$ cat src/rtl/tomc_pkg.sv
// Shared types, widths and codes for the threshold / opening / confidence block.
// No dependencies; every other file imports this package.
`default_nettype none

package tomc_pkg;

    // Frame geometry limits.
    localparam int MAX_WIDTH  = 1024;
    localparam int MAX_HEIGHT = 1024;
    localparam int MAX_RADIUS = 4;

    // Fixed field widths.
    localparam int PROB_W     = 16;
    localparam int THR_W      = 17;
    localparam int KS_W       = 4;
    localparam int DIM_W      = 11;
    localparam int CFG_IDX_W  = 2;
    localparam int CFG_DATA_W = 17;

    // Derived widths.
    localparam int COL_W   = $clog2(MAX_WIDTH);
    localparam int W_W     = $clog2(MAX_WIDTH + 1);
    localparam int H_W     = $clog2(MAX_HEIGHT + 1);
    localparam int ROW_W   = $clog2(MAX_HEIGHT + 2 * MAX_RADIUS + 2);
    localparam int R_W     = $clog2(MAX_RADIUS + 1);
    localparam int TAPS    = 2 * MAX_RADIUS;
    localparam int REACH_W = $clog2(MAX_RADIUS * MAX_WIDTH + MAX_RADIUS + 1);
    localparam int DLY_W   = $clog2(2 * (MAX_RADIUS * MAX_WIDTH + MAX_RADIUS) + 1);
    localparam int N_W     = $clog2(MAX_WIDTH * MAX_HEIGHT + 1);
    localparam int CMP_W   = ((N_W > DLY_W) ? N_W : DLY_W) + 1;
    localparam int SUM_W   = PROB_W + N_W;
    localparam int DIV_CNT_W = $clog2(SUM_W + 1);

    localparam int QUEUE_DEPTH = 4;
    localparam int Q_PTR_W     = $clog2(QUEUE_DEPTH);
    localparam int Q_CNT_W     = $clog2(QUEUE_DEPTH + 1);

    // Configuration register indexes.
    localparam logic [CFG_IDX_W-1:0] REG_THRESHOLD    = 2'd0;
    localparam logic [CFG_IDX_W-1:0] REG_KERNEL_SIZE  = 2'd1;
    localparam logic [CFG_IDX_W-1:0] REG_IMAGE_WIDTH  = 2'd2;
    localparam logic [CFG_IDX_W-1:0] REG_IMAGE_HEIGHT = 2'd3;

    // Request type codes.
    localparam logic REQ_PIXEL = 1'b0;
    localparam logic REQ_DRAIN = 1'b1;

    typedef enum logic {
        CMD_PIXEL,
        CMD_EMIT
    } cmd_kind_t;

    typedef struct packed {
        cmd_kind_t           kind;
        logic                last;
        logic                bin;
        logic [PROB_W-1:0]   prob;
    } cmd_t;

    typedef struct packed {
        logic [W_W-1:0]     w;
        logic [H_W-1:0]     h;
        logic [R_W-1:0]     r;
        logic [REACH_W-1:0] reach;
        logic [N_W-1:0]     n;
    } frame_t;

    typedef struct packed {
        logic empty;
        logic full;
    } queue_status_t;

    typedef enum logic [2:0] {
        B_IDLE,
        B_READ,
        B_ERODE,
        B_DILATE,
        B_DIV,
        B_PUT
    } back_state_t;

endpackage

`default_nettype wire

$ cat src/rtl/tomc_front.sv
// Front end: configuration registers, frame latch, request classification.
// Depends on tomc_pkg; feeds tomc_queue.
`default_nettype none

module tomc_front
    import tomc_pkg::*;
(
    input  wire logic                  clk,
    input  wire logic                  rst_n,
    input  wire logic                  cfg_valid,
    output logic                       cfg_ready,
    input  wire logic [CFG_IDX_W-1:0]  cfg_index,
    input  wire logic [CFG_DATA_W-1:0] cfg_data,
    input  wire logic                  in_valid,
    output logic                       in_stall,
    input  wire logic                  req_type,
    input  wire logic [PROB_W-1:0]     probability,
    input  wire logic                  back_idle,
    input  wire queue_status_t         q_status,
    output logic                       push,
    output cmd_t                       push_cmd,
    output frame_t                     frame
);

    logic [THR_W-1:0] thr_reg;
    logic [KS_W-1:0]  ks_reg;
    logic [DIM_W-1:0] iw_reg;
    logic [DIM_W-1:0] ih_reg;

    logic             active_reg;
    logic [N_W-1:0]   rcv_reg;
    logic [N_W-1:0]   emt_reg;
    frame_t           frame_reg;
    logic [DLY_W-1:0] dly_reg;
    logic [THR_W-1:0] thr_cur_reg;

    logic [W_W-1:0]     w_c;
    logic [H_W-1:0]     h_c;
    logic [R_W-1:0]     r_c;
    logic [REACH_W-1:0] reach_c;
    frame_t             fresh;
    frame_t             cur;
    logic [DLY_W-1:0]   dly_c;
    logic [DLY_W-1:0]   cur_dly;
    logic [THR_W-1:0]   cur_thr;
    logic               acc;
    logic               drain_phase;
    logic               is_pixel;
    logic [N_W-1:0]     rcv_inc;
    logic [N_W-1:0]     emt_inc;
    logic               emit_px;
    logic               at_end;
    logic               last;

    assign cfg_ready = 1'b1;
    assign frame     = frame_reg;

    always_comb
    begin
        if (iw_reg == '0)
            w_c = W_W'(1);
        else if (int'(iw_reg) > MAX_WIDTH)
            w_c = W_W'(MAX_WIDTH);
        else
            w_c = W_W'(iw_reg);

        if (ih_reg == '0)
            h_c = H_W'(1);
        else if (int'(ih_reg) > MAX_HEIGHT)
            h_c = H_W'(MAX_HEIGHT);
        else
            h_c = H_W'(ih_reg);

        if (int'(ks_reg >> 1) > MAX_RADIUS)
            r_c = R_W'(MAX_RADIUS);
        else
            r_c = R_W'(ks_reg >> 1);

        reach_c     = REACH_W'(r_c * w_c) + REACH_W'(r_c);
        dly_c       = DLY_W'({reach_c, 1'b0});
        fresh.w     = w_c;
        fresh.h     = h_c;
        fresh.r     = r_c;
        fresh.reach = reach_c;
        fresh.n     = N_W'(w_c * h_c);

        cur     = active_reg ? frame_reg : fresh;
        cur_dly = active_reg ? dly_reg : dly_c;
        cur_thr = active_reg ? thr_cur_reg : thr_reg;
    end

    always_comb
    begin
        in_stall    = q_status.full || (!active_reg && !back_idle);
        acc         = in_valid && !in_stall;
        drain_phase = active_reg && (rcv_reg >= frame_reg.n);
        is_pixel    = !drain_phase && (req_type == REQ_PIXEL);
        rcv_inc     = rcv_reg + N_W'(1);
        emt_inc     = emt_reg + N_W'(1);
        emit_px     = (CMP_W'(emt_reg) + CMP_W'(cur_dly)) < CMP_W'(rcv_inc);
        at_end      = (emt_inc == cur.n);
        last        = drain_phase ? at_end : (emit_px && at_end);

        push          = acc && (drain_phase || is_pixel);
        push_cmd.kind = drain_phase ? CMD_EMIT : CMD_PIXEL;
        push_cmd.last = last;
        push_cmd.bin  = ({1'b0, probability} >= cur_thr);
        push_cmd.prob = probability;
    end

    // Configuration writes.
    always_ff @(posedge clk or negedge rst_n)
    begin
        if (!rst_n)
        begin
            thr_reg <= THR_W'(32768);
            ks_reg  <= '0;
            iw_reg  <= DIM_W'(1024);
            ih_reg  <= DIM_W'(1024);
        end
        else if (cfg_valid && cfg_ready)
        begin
            unique case (cfg_index)
                REG_THRESHOLD:    thr_reg <= THR_W'(cfg_data);
                REG_KERNEL_SIZE:  ks_reg  <= KS_W'(cfg_data);
                REG_IMAGE_WIDTH:  iw_reg  <= DIM_W'(cfg_data);
                REG_IMAGE_HEIGHT: ih_reg  <= DIM_W'(cfg_data);
                default:          ;
            endcase
        end
    end

    // Frame counters and latched settings.
    always_ff @(posedge clk or negedge rst_n)
    begin
        if (!rst_n)
        begin
            active_reg  <= 1'b0;
            rcv_reg     <= '0;
            emt_reg     <= '0;
            frame_reg   <= '0;
            dly_reg     <= '0;
            thr_cur_reg <= '0;
        end
        else if (acc)
        begin
            if (drain_phase)
            begin
                if (at_end)
                begin
                    active_reg <= 1'b0;
                    rcv_reg    <= '0;
                    emt_reg    <= '0;
                end
                else
                    emt_reg <= emt_inc;
            end
            else if (is_pixel)
            begin
                if (!active_reg)
                begin
                    frame_reg   <= fresh;
                    dly_reg     <= dly_c;
                    thr_cur_reg <= thr_reg;
                end
                if (last)
                begin
                    active_reg <= 1'b0;
                    rcv_reg    <= '0;
                    emt_reg    <= '0;
                end
                else
                begin
                    active_reg <= 1'b1;
                    rcv_reg    <= rcv_inc;
                    if (emit_px)
                        emt_reg <= emt_inc;
                end
            end
        end
    end

endmodule

`default_nettype wire

$ cat config.mk
export PLATFORM = sky130hd
export DESIGN_NAME = tomc_front
export DESIGN_NICKNAME = d
export VERILOG_FILES = /design/src/rtl/tomc_pkg.sv /design/src/rtl/tomc_front.sv
export SDC_FILE = /design/constraint.sdc
export NUM_CORES = 1
export LEC_CHECK = 0
export ABC_AREA = 1
export BUFFER_PORTS_ARGS = -buffer_cell sky130_fd_sc_hd__buf_4
export CAP_MARGIN = 20
export CORE_MARGIN = 3
export CORE_UTILIZATION = 62
export CTS_CLUSTER_DIAMETER = 100
export CTS_CLUSTER_SIZE = 8
export DETAILED_ROUTE_END_ITERATION = 8
export MAX_ROUTING_LAYER = met4
export PLACE_DENSITY = 0.82
export REMOVE_ABC_BUFFERS = 1
export SYNTH_ARGS = -nofsm -noshare
export SYNTH_HDL_FRONTEND = slang
export SYNTH_SLANG_ARGS = --single-unit
$ cat constraint.sdc
create_clock -name clk -period 8.9 [get_ports clk]
set_input_delay 0.89 -clock clk [delete_from_list [all_inputs] [get_ports clk]]
set_output_delay 0.89 -clock clk [all_outputs]
set_load 0.05 [all_outputs]
==> flow_metrics.py <==
metrics = {
    "synth": {
        "synth_compound_area_share_pct": 7.843,
        "yosysUniqueCellTypes": 50,
        "seq_area_frac_synth_pct": 27.31,
        "synth_edf_count": 0,
        "synth_top_area_share_pct": 26.82,
        "muxShareOfSynthArea_pct": 1.357,
        "synthSimpleGateAreaFrac_pct": 26.58,
        "async_flop_share_pct": 100.0,
        "syn_area_um2": 16050,
        "yosys-top-cells-area": "dfrtp_1 27%, nand2_1 16%, ha_1 12%",
        "syn_avg_cell_area_um2": 7.369,
        "yosys.area_share.adder_pct": 23.28,
        "syn_inst": 2178,
        "synth_top_family_by_area": "simple AND/OR/NAND/NOR gates",
        "synth_flop_cell": "dfrtp_1",
        "synth_seq_cells": 175,
        "yosys.area.top_type": "dfrtp_1",
        "yosys_warnings": 0,
        "synth_xor_area_share_pct": 3.111,
    },
    "worst_setup_path": {
        "slowest_stage": "ha_1",
        "critPathKind": "reg -> out",
        "setup.worst_path.start_class": "flip-flop",
        "cp_max_fo": 11,
        "crit_arrival_ns": 7.75,
        "crit_path_end_kind": "primary output",
        "cp.required_ns": 8.01,
        "max_stage_delay_ns": 0.50,
    },
    "sta": {
        "hold_slack_ns": 0.4859,
        "hold_viol": 0,
        "relSlewSlack_pct": 31.19,
        "skew_ns": 0.02480,
        "fmax_mhz": 115.8,
        "min_period_ns": 8.639,
        "fin_crit_sh_pct": 97.07,
        "setup_viol": 0,
        "tns_ns": 0,
        "drv_slew": 0,
        "worstMarginPinSlew_ns": 1.032,
    },
    "routing": {
        "drc_errors": 0,
        "wire_per_inst_um": 16.71,
        "drtIter0Drc": 1469,
        "postRouteAntennaNets": 0,
        "routed_wl_mm": 43.61,
        "vias": 14800,
        "avgViaCountPerCell": 5.674,
        "dr.pass1.iters": 5,
    },
    "global_routing": {
        "grt_pass1_vias": 14540,
        "overflow": 0,
        "grt_usage_pct": 32.73,
        "grt_max_degree": 95,
        "antenna_found_initial": 0,
        "grt_pass1_wl_mm": 72.44,
    },
    "worst_hold_path": {
        "min_path_type": "in -> async",
    },
    "power_and_ir_drop": {
        "power_density_nw_per_um2": 251.4,
        "leakage_nw": 9.595,
        "peakVddDrop_mv": 0.2098,
    },
    "layout": {
        "area_growth_syn_to_layout_pct": 11.03,
        "num_antenna_cells": 0,
        "drive_above_1_share_pct": 9.741,
        "finalNetCount": 2553,
        "nFillCells": 2062,
        "largest_reg_flops": 59,
    },
    "floorplanning": {
        "start_util_pct": 63.37,
        "fp.dieH_um": 166.9,
        "rows": 58,
        "io_pins": 124,
        "coreArea_um2": 25330,
        "die_x_um": 166.9,
        "dieArea_um2": 27850,
    },
    "clocking": {
        "cts_tree": "yes",
        "cts_root_buffer": "clkbuf_16",
        "htreeDepth": 4,
        "cts.reportedPaths.clkPinSlew_ns": 0.09,
        "cts.hold.buffers_added": 0,
        "numClockSinks": 175,
        "clockBufferDepth": 2,
        "cts_made_buffers": 17,
        "clk_latency_ns": 0.46,
    },
    "run": {
        "maxCapViolCount": 0,
    },
    "place": {
        "port_buffers": 121,
        "gp_congestion": 1.001,
        "dp_hpwl_mm": 32.89,
    },
    "status": {
        "status": "finished clean",
    },
}
cells in the mapped netlist (2+ instances only):
master	instances
a211oi_1	3
a21boi_0	3
a21boi_1	2
a21o_1	2
a21oi_1	58
a31oi_1	5
and2_1	3
buf_1	4
buf_2	10
buf_4	19
buf_6	6
clkbuf_1	38
clkbuf_2	2
clkinv_1	7
dfrtp_1	172
dfstp_2	3
fa_1	91
ha_1	153
inv_1	324
inv_2	4
mux2_2	6
mux2i_1	15
nand2_1	666
nand2_2	3
nand3_1	139
nand3b_1	20
nand4_1	28
nor2_1	146
nor3_1	13
nor4_1	2
o211ai_1	3
o21a_1	2
o21ai_0	142
o21ai_1	5
o21bai_1	6
or2_2	4
xnor2_1	19
xor2_1	38
stage by stage:
stage	cells	total power (W)	cell area, µm²	setup slack (ns)	util [%]
floorplan	2099	0.002900	15620	1.327	-
global placement	2570	0.003567	17110	1.011	67.54
detailed placement	2570	0.003654	17110	0.7187	67.54
CTS	2602	0.004449	17700	0.1656	69.90
global route	2609	0.004841	17820	-0.1174	70.36
finish	2609	0.004481	17820	0.2610	70.36
final timing paths:
path	from	to	slack, ns	cells after the start
hold / removal	rst_n	frame[20]	0.49	1
setup reg to reg	iw_reg[7]	rcv_reg[7]	1.14	39
hold reg to reg	frame[24]	frame[24]	0.49	2
min in group clk	frame[24]	frame[24]	0.49	2
max in group asynchronous	rst_n	ks_reg[3]	6.68	2
setup / recovery	iw_reg[7]	push_cmd[17]	0.26	38
where the power goes:
part           internal, W  switching, W  total (W)
sequential         0.00101      0.000175    0.00118
clock             0.000380      0.000406   0.000785
combinational     0.000831       0.00168    0.00251
cell families after synthesis:
logic type | after synthesis
compound gates | 236
fa+ha+maj | 244
other cells | 1
simple gates | 1030
xor+xnor | 57
mux | 21
flops | 175
buf+inv | 414
metal layers:
metal | share of wire [%] | routed length (µm) | global-route usage (%)
met1 | 41 | 17860 | 42.78
met2 | 46 | 19990 | 50.75
met3 | 9.0 | 3922 | 6.551
met4 | 4.2 | 1833 | 12.52
met5 | 0 | 0 | -
area by class of cell:
cell class                      instances  area [µm²]  area share [%]
Inverter                              335        1272           7.141
Clock inverter                         15       172.7          0.9690
Timing Repair Buffer                  148        1119           6.277
Multi-Input combinational cell       1589       10030           56.30
Sequential cell                       175        4385           24.61
Clock buffer                           17       425.4           2.387
Tap cell                              330       412.9           2.317
worst max-delay path: cells and delay by family (launching register included):
family,cells,cell delay [ns]
AOI/OAI and AO/OA,9,1.56
and+or+nand+nor,16,2.27
xor gates and xnor gates,1,0.17
buffers and inverters,7,0.97
DFF,1,0.41
adders and majority gates,5,1.91
placed cells by master, fill, tap and decap left out, drive strengths merged:
master    netlist  routed
nand3         141     141
a32oi           1       1
xor2           38      38
dfstp           3       3
and3            1       1
nand3b         20      20
clkinvlp        0       4
a21boi          5       5
o221ai          1       1
nor3           14      14
xnor2          19      19
o22ai           1       1
o21ai         148     148
inv           328     333
buf            39     148
mux2            6       6
or2             4       4
nand2         669     669
nor4            2       2
o211ai          3       3
nor2          147     147
nand2b          1       1
o21bai          7       7
and2            3       3
a21o            2       2
ha            153     153
clkbuf         40      17
nand4          28      28
a211oi          3       3
dfrtp         172     172
a31oi           5       5
a21oi          58      58
clkinv          7      13
fa             91      91
mux2i          15      15
conb            1       1
o21a            2       2
what timing repair did:
item | CTS | global route
setup buffers | 0 | 6
setup endpoints to repair | 0 | 1
endpoints found under the hold margin | 0 | 0
resized for setup | 0 | 19
(Power assumes the default switching activity.)
