<file path="src/rtl/tomc_pkg.sv">
// Shared types, widths and codes for the threshold / opening / confidence block.
// No dependencies; every other file imports this package.
`default_nettype none

package tomc_pkg;

    // Frame geometry limits.
    localparam int MAX_WIDTH  = 1024;
    localparam int MAX_HEIGHT = 1024;
    localparam int MAX_RADIUS = 4;

    // Fixed field widths.
    localparam int PROB_W     = 16;
    localparam int THR_W      = 17;
    localparam int KS_W       = 4;
    localparam int DIM_W      = 11;
    localparam int CFG_IDX_W  = 2;
    localparam int CFG_DATA_W = 17;

    // Derived widths.
    localparam int COL_W   = $clog2(MAX_WIDTH);
    localparam int W_W     = $clog2(MAX_WIDTH + 1);
    localparam int H_W     = $clog2(MAX_HEIGHT + 1);
    localparam int ROW_W   = $clog2(MAX_HEIGHT + 2 * MAX_RADIUS + 2);
    localparam int R_W     = $clog2(MAX_RADIUS + 1);
    localparam int TAPS    = 2 * MAX_RADIUS;
    localparam int REACH_W = $clog2(MAX_RADIUS * MAX_WIDTH + MAX_RADIUS + 1);
    localparam int DLY_W   = $clog2(2 * (MAX_RADIUS * MAX_WIDTH + MAX_RADIUS) + 1);
    localparam int N_W     = $clog2(MAX_WIDTH * MAX_HEIGHT + 1);
    localparam int CMP_W   = ((N_W > DLY_W) ? N_W : DLY_W) + 1;
    localparam int SUM_W   = PROB_W + N_W;
    localparam int DIV_CNT_W = $clog2(SUM_W + 1);

    localparam int QUEUE_DEPTH = 4;
    localparam int Q_PTR_W     = $clog2(QUEUE_DEPTH);
    localparam int Q_CNT_W     = $clog2(QUEUE_DEPTH + 1);

    // Configuration register indexes.
    localparam logic [CFG_IDX_W-1:0] REG_THRESHOLD    = 2'd0;
    localparam logic [CFG_IDX_W-1:0] REG_KERNEL_SIZE  = 2'd1;
    localparam logic [CFG_IDX_W-1:0] REG_IMAGE_WIDTH  = 2'd2;
    localparam logic [CFG_IDX_W-1:0] REG_IMAGE_HEIGHT = 2'd3;

    // Request type codes.
    localparam logic REQ_PIXEL = 1'b0;
    localparam logic REQ_DRAIN = 1'b1;

    typedef enum logic {
        CMD_PIXEL,
        CMD_EMIT
    } cmd_kind_t;

    typedef struct packed {
        cmd_kind_t           kind;
        logic                last;
        logic                bin;
        logic [PROB_W-1:0]   prob;
    } cmd_t;

    typedef struct packed {
        logic [W_W-1:0]     w;
        logic [H_W-1:0]     h;
        logic [R_W-1:0]     r;
        logic [REACH_W-1:0] reach;
        logic [N_W-1:0]     n;
    } frame_t;

    typedef struct packed {
        logic empty;
        logic full;
    } queue_status_t;

    typedef enum logic [2:0] {
        B_IDLE,
        B_READ,
        B_ERODE,
        B_DILATE,
        B_DIV,
        B_PUT
    } back_state_t;

endpackage

`default_nettype wire

</file>
<file path="src/rtl/tomc_queue.sv">
// Short command queue between front end and back end.
// Depends on tomc_pkg.
`default_nettype none

module tomc_queue
    import tomc_pkg::*;
(
    input  wire logic    clk,
    input  wire logic    rst_n,
    input  wire logic    push,
    input  wire cmd_t    push_cmd,
    input  wire logic    pop,
    output cmd_t         pop_cmd,
    output queue_status_t status
);

    cmd_t               slot_reg [QUEUE_DEPTH];
    logic [Q_PTR_W-1:0] wr_ptr_reg;
    logic [Q_PTR_W-1:0] rd_ptr_reg;
    logic [Q_CNT_W-1:0] cnt_reg;

    assign pop_cmd      = slot_reg[rd_ptr_reg];
    assign status.empty = (cnt_reg == '0);
    assign status.full  = (cnt_reg == Q_CNT_W'(QUEUE_DEPTH));

    always_ff @(posedge clk)
    begin
        if (push)
            slot_reg[wr_ptr_reg] <= push_cmd;
    end

    always_ff @(posedge clk or negedge rst_n)
    begin
        if (!rst_n)
        begin
            wr_ptr_reg <= '0;
            rd_ptr_reg <= '0;
            cnt_reg    <= '0;
        end
        else
        begin
            if (push)
                wr_ptr_reg <= (wr_ptr_reg == Q_PTR_W'(QUEUE_DEPTH - 1)) ? '0
                              : wr_ptr_reg + Q_PTR_W'(1);
            if (pop)
                rd_ptr_reg <= (rd_ptr_reg == Q_PTR_W'(QUEUE_DEPTH - 1)) ? '0
                              : rd_ptr_reg + Q_PTR_W'(1);
            if (push && !pop)
                cnt_reg <= cnt_reg + Q_CNT_W'(1);
            else if (pop && !push)
                cnt_reg <= cnt_reg - Q_CNT_W'(1);
        end
    end

endmodule

`default_nettype wire

</file>
<file path="config.mk">
export PLATFORM = sky130hd
export DESIGN_NAME = tomc_queue
export DESIGN_NICKNAME = d
export VERILOG_FILES = /design/src/rtl/tomc_pkg.sv /design/src/rtl/tomc_queue.sv
export SDC_FILE = /design/constraint.sdc
export NUM_CORES = 1
export LEC_CHECK = 0
export BUFFER_PORTS_ARGS = -buffer_cell sky130_fd_sc_hd__buf_2
export CAP_MARGIN = 20
export CORE_ASPECT_RATIO = 0.5
export CORE_MARGIN = 2
export CORE_UTILIZATION = 60
export DETAILED_ROUTE_END_ITERATION = 12
export PLACE_DENSITY = 0.83
export SLEW_MARGIN = 20
export SYNTH_ARGS = -nofsm -noshare
export SYNTH_HDL_FRONTEND = slang
export SYNTH_SLANG_ARGS = --single-unit
</file>
<file path="constraint.sdc">
create_clock -name clk -period 5.4 [get_ports clk]
set_clock_uncertainty 0.2 [all_clocks]
set_input_delay 0 -clock clk [delete_from_list [all_inputs] [get_ports clk]]
set_output_delay 0 -clock clk [all_outputs]
set_load 0.05 [all_outputs]
</file>
==> results of run 1 <==
placed cells by master (no fill, tap or decap), types with 2 or more instances in the layout:
master,count
nor3_1,2
inv_1,4
dlygate4sd3_1,23
clkbuf_8,9
and2_1,4
mux2_2,2
mux4_2,18
bufinv_16,2
o21ai_0,2
nor2_1,2
nand2_1,2
clkbuf_1,2
buf_2,43
dfrtp_1,7
edfxtp_1,76
xor2_1,2
ha_1,6
power breakdown:
group	leakage (uW)	total [uW]	switching [uW]	internal (uW)
logic	0.000518	785	528	257
registers	0.000781	920	87.0	833
clock network	0.000105	471	212	260
stage by stage:
step	cell area (sq um)	power [uW]
after global placement	3433	1673
after floorplan	3156	1534
after global routing	3872	2252
after detailed placement	3433	1701
final	3872	2176
after CTS	3872	2176
path summary, 6_finish.rpt:
check	start	to	slack, ns	cells past startpoint
hold / removal	push_cmd[7]	slot_reg[0][7]$_DFFE_PP_	0.21	2
min in group asynchronous	rst_n	cnt_reg[2]$_DFFE_PN0P_	0.44	3
max in group asynchronous	rst_n	cnt_reg[1]$_DFFE_PN0P_	4.29	3
hold reg to reg	cnt_reg[2]$_DFFE_PN0P_	cnt_reg[2]$_DFFE_PN0P_	0.31	1
setup reg to reg	wr_ptr_reg[1]$_DFFE_PN0P_	slot_reg[1][9]$_DFFE_PP_	3.36	3
setup / recovery	rd_ptr_reg[0]$_DFFE_PN0P_	pop_cmd[16]	3.09	3
what timing repair did:
action / in CTS / in global routing
endpoints found under the hold margin: 88 / 0
setup buffers: 0 / 0
setup endpoints to repair: 0 / 0
hold buffers: 23 / 0
final cells by class:
type / count / area [sq um] / area share, %
clock buffer: 11 / 131.4 / 3.393
clock inverter: 5 / 77.57 / 2.003
inverter: 4 / 15.01 / 0.3877
multi-input combinational: 45 / 650.6 / 16.80
sequential: 83 / 2457 / 63.46
tap: 70 / 87.58 / 2.262
timing repair buffer: 67 / 452.9 / 11.70
metal layers:
layer | wire [microns] | global-route usage [%]
met5 | 0 | 0
met4 | 162 | 11.13
met1 | 2554 | 28.99
met3 | 298 | 6.139
met2 | 2903 | 32.39
cell families (layout without fill, tap and decap cells):
logic type               after synthesis  after routing
adder cells (fa/ha/maj)                7              7
AND/OR/NAND/NOR                       11             11
buffers and inverters                  8             87
AO/OA/AOI/OAI                          3              3
XOR/XNOR                               3              3
flip-flops                            83             83
multiplexers                          21             21
==> metrics.txt, run 1 <==
leakage dissipation=0.001404 uW; Hold WS=0.2120 ns; overall routing resource usage=a little over a fifth; Final nets=240; crit share post-route=42.78%; core area=0.005000 sq mm; Startpoint Class=flip-flop; Post-Syn Nets=166; I/O Buffers=43; cell taking the most area after synthesis=edfxtp_1; gpl congestion=around 0.72; Setup TNS=0 ns; mux contribution to synthesized area=approximately 14%; Hold/Removal Path Class=in -> reg; FMAX=432.9 MHz; Die X-Extent=106.6 microns; cell area after synthesis=0.003156 sq mm; Post-Synth Adder-Cell Area=3.013%; cell with the most instances after synthesis=edfxtp_1; worst slew pin tran=roughly 1.0 ns; die height=55.28 microns; io pins=between 40 and 50; crit path kind=reg -> out; PD cells=between 500 and 600 mW/mm^2; largest family of logic cells by synthesized area=multiplexers; drt drc=0; unrepaired setup endpoints after global routing=no; slowest stage delay, CP=a little under 0.6 ns; delay-heaviest family, CP=buffers and inverters; Compound-Gate Fraction of Synth Area=0.5551%; layout cells sized above 1=35.81%; vias after detailed routing=1592; Max Slew Vio Count=0; Post-Synth Simple-Gate Area=roughly 1.8%; CTS buffer count=9; share of the synthesized area in the top cell type=72.32%; root buf cell=clkbuf_8; final design utilization=77.45%; CP required=5.20 ns; Final min period=roughly 2.3 ns; Post-synth top cells=edfxtp_1 (76), mux4_2 (18), dfrtp_1 (7), ha_1 (6); Synth area leaders=edfxtp_1 (72%), mux4_2 (13%), dfrtp_1 (5.6%); Syn Area/Cell=around 23 sq um; htree depth=3; fin worst setup slack=between 3 and 4 ns; Top FF cell, synth=edfxtp_1; crit path DAT=2.11 ns; Crit Path Max Fanout=16; Area Overhead vs Synth=22.72%; DIE AREA=0.005891 sq mm; FFs w/ async S/R, synth=approximately 8.4%; clock slew at reported path FFs=roughly 0.09 ns; Synth Area in XOR/XNOR=less than 1%; number of inserted diodes=0; GR Overflow Total=0; Wirelength per Cell=20.76 microns; Initial DRC Count=91; vias in the first global route=~1700; First-pass DRT Iterations=4; worst skew pair latency=about 0.34 ns; maxcap violations=0; Placed Cells=between 200 and 250; antenna-violating nets left=0; TritonCTS clock tree=yes; placed wire-length estimate=3247 microns; initial antenna violation count=0; status=completed; endpoints failing hold=0; Initial Util=63.11%; #FFs+latches synth=83; clk buf depth=2; largest net degree at the start of global routing=22; DR vias/cell=5.586; Worst Setup End Kind=output port; # fillers=280; max reg flops=76; final setup fails=0; final cell count without fillers=285; Routed Wire Length=5918 microns; Post-synth EDFFs=76; Site Rows=18; worst vdd ir=0.3658 mV; yosys synthesis warning count=0; first-pass GRT wire length=8832 microns; register area share after synthesis=77.87%; Cell variety after synth=19; relative slew slack=30.56%; worst-path cell chain=buf_4, mux4_2, buf_2; post-CTS resize count=0; clock tree sinks=83; pre-CTS WS=3.345 ns; Cells after Synth=~140; slowest CP cell=mux4_2; WP buf/inv=2
Power figures use the tool's default switching activity.
==> run 2, diff against run 1 <==
--- a/config.mk
+++ b/config.mk
@@ -9,9 +9,9 @@
 export CAP_MARGIN = 20
 export CORE_ASPECT_RATIO = 0.5
 export CORE_MARGIN = 2
-export CORE_UTILIZATION = 60
+export CORE_UTILIZATION = 56
 export DETAILED_ROUTE_END_ITERATION = 12
-export PLACE_DENSITY = 0.83
+export PLACE_DENSITY = 0.78
 export SLEW_MARGIN = 20
 export SYNTH_ARGS = -nofsm -noshare
 export SYNTH_HDL_FRONTEND = slang
==> constraint.sdc (replaced) <==
create_clock -name clk -period 2.42 [get_ports clk]
set_clock_uncertainty 0.2 [all_clocks]
set_input_delay 0 -clock clk [delete_from_list [all_inputs] [get_ports clk]]
set_output_delay 0 -clock clk [all_outputs]
set_load 0.05 [all_outputs]
==> metrics.txt, run 2 (same netlist as run 1, synthesis figures left out) <==
slowest CP cell=dfrtp_1; Initial Util=57.71%; gpl congestion=0.7195; pre-CTS WS=0.6185 ns; worst reg2reg path endpoint=slot_reg[1][8]$_DFFE_PP_; root buf cell=clkbuf_16; endpoints failing hold=0; Die X-Extent=110.2 microns; FMAX=466.0 MHz; PD cells=1281 mW/mm^2; Post-CTS Setup Bufs=0; first-pass GRT wire length=8328 microns; core area=between 0.005 and 0.006 sq mm; layout cells sized above 1=38.91%; fin worst setup slack=0.2743 ns; drt drc=0; vias in the first global route=around 1700; TritonCTS clock tree=yes; final setup fails=0; htree depth=3; antenna-violating nets left=0; Initial DRC Count=81; maxcap violations=0; leakage dissipation=0.001473 uW; First-pass DRT Iterations=4; post-CTS resize count=0; crit path kind=reg -> out; WP buf/inv=2; placed wire-length estimate=~3200 microns; vias after detailed routing=1572; Final nets=246; clk buf depth=2; worst skew pair latency=0.33 ns; Routed Wire Length=5281 microns; Startpoint Class=flip-flop; worst slew pin tran=0.7349 ns; unrepaired setup endpoints after global routing=no; clock slew at reported path FFs=0.06 ns; worst-path cell chain=buf_4, mux4_2, buf_2; Hold Path Depth=2; FF-to-FF path depth=4; Hold Startpoint=push_cmd[5]; Area Overhead vs Synth=27.20%; slowest stage delay, CP=0.82 ns; delay-heaviest family, CP=flip-flops; overall routing resource usage=a little under a fifth; Final min period=2.146 ns; number of inserted diodes=0; DR vias/cell=5.347; Max Slew Vio Count=0; launching point of the worst reg2reg path=wr_ptr_reg[1]$_DFFE_PN0P_; CP required=2.22 ns; largest net degree at the start of global routing=20; crit share post-route=88.67%; status=completed; worst reg2reg setup slack=0.65 ns; GR Overflow Total=0; CTS buffer count=9; Crit Path Max Fanout=16; worst vdd ir=approximately 0.74 mV; crit path DAT=1.95 ns; Hold/Removal Path Class=in -> reg; io pins=44; clock tree sinks=83; Worst Setup End Kind=output port; Site Rows=19; I/O Buffers=between 40 and 50; max reg flops=76; Setup TNS=0 ns; commonest non-fill, non-tap cell in the layout=edfxtp_1; initial antenna violation count=0; most frequent cells in the layout=edfxtp_1 (76), buf_2 (43), dlygate4sd3_1 (23); relative slew slack=about 50%; Wirelength per Cell=17.96 microns; die height=57.08 microns; DIE AREA=approximately 0.0063 sq mm; Worst Hold Path EP=slot_reg[3][5]$_DFFE_PP_
-- run 2: changes by cell type in the layout (fill, tap and decap cells not counted) --
cell / delta
buf_4: +6
clkinvlp_4: +2
clkbuf_1: -2
inv_6: +2
bufinv_16: -1
clkbuf_8: -9
clkbuf_16: +9
clkinv_1: -1
-- run 2: worst max-delay path by stage --
stage / from / end / slack (ns) / cells past startpoint
2_1_floorplan: cnt_reg[0]$_DFFE_PN0P_ / status[0] / 0.62 / 1
3_3_place_gp: rd_ptr_reg[1]$_DFFE_PN0P_ / pop_cmd[6] / 0.65 / 3
3_5_place_dp: rd_ptr_reg[1]$_DFFE_PN0P_ / pop_cmd[17] / 0.62 / 3
4_1_cts: rd_ptr_reg[1]$_DFFE_PN0P_ / pop_cmd[17] / 0.26 / 3
5_1_grt: rd_ptr_reg[1]$_DFFE_PN0P_ / pop_cmd[17] / 0.19 / 3
6_report: rd_ptr_reg[1]$_DFFE_PN0P_ / pop_cmd[2] / 0.27 / 3
-- run 2: final cells by class --
cell class	count	area [sq um]
multi-input combinational	45	650.6
fill	322	1454
timing repair buffer	73	498.0
tap	73	91.34
clock inverter	7	76.32
sequential	83	2457
inverter	4	15.01
clock buffer	9	225.2
-- run 2: routing by layer --
| metal | track usage (%) | routed length, microns | vias up |
|---|---|---|---|
| li1 | - | - | 718 |
| met1 | 24.82 | 2263 | 788 |
| met2 | 30.76 | 2582 | 61 |
| met3 | 7.200 | 369 | 5 |
| met4 | 6.071 | 65 | 0 |
| met5 | 0 | 0 | - |
-- run 2: what timing repair did --
item	CTS	global route
setup endpoints to repair	0	0
hold endpoints to repair	88	0
hold buffers	23	0
-- run 2: per-stage QoR --
stage	hold slack [ns]	power, uW	util (%)	cells	area [sq um]
6_report	0.2171	5143	73.41	294	4014
5_1_grt	0.2147	5364	73.41	294	4014
4_1_cts	0.2055	5180	73.41	294	4014
3_5_place_dp	-0.3586	3808	63.68	255	3482
3_3_place_gp	-0.3641	3770	63.68	255	3482
2_1_floorplan	-0.4956	3422	-	136	3156
-- run 2: report_power, final --
| part | total [uW] | leakage [uW] | internal (uW) | switching [uW] |
|---|---|---|---|---|
| logic | 1800 | 0.000549 | 605 | 1190 |
| clock network | 1340 | 0.000142 | 805 | 536 |
| registers | 2010 | 0.000781 | 1850 | 151 |
| total | 5140 | 0.00147 | 3260 | 1880 |
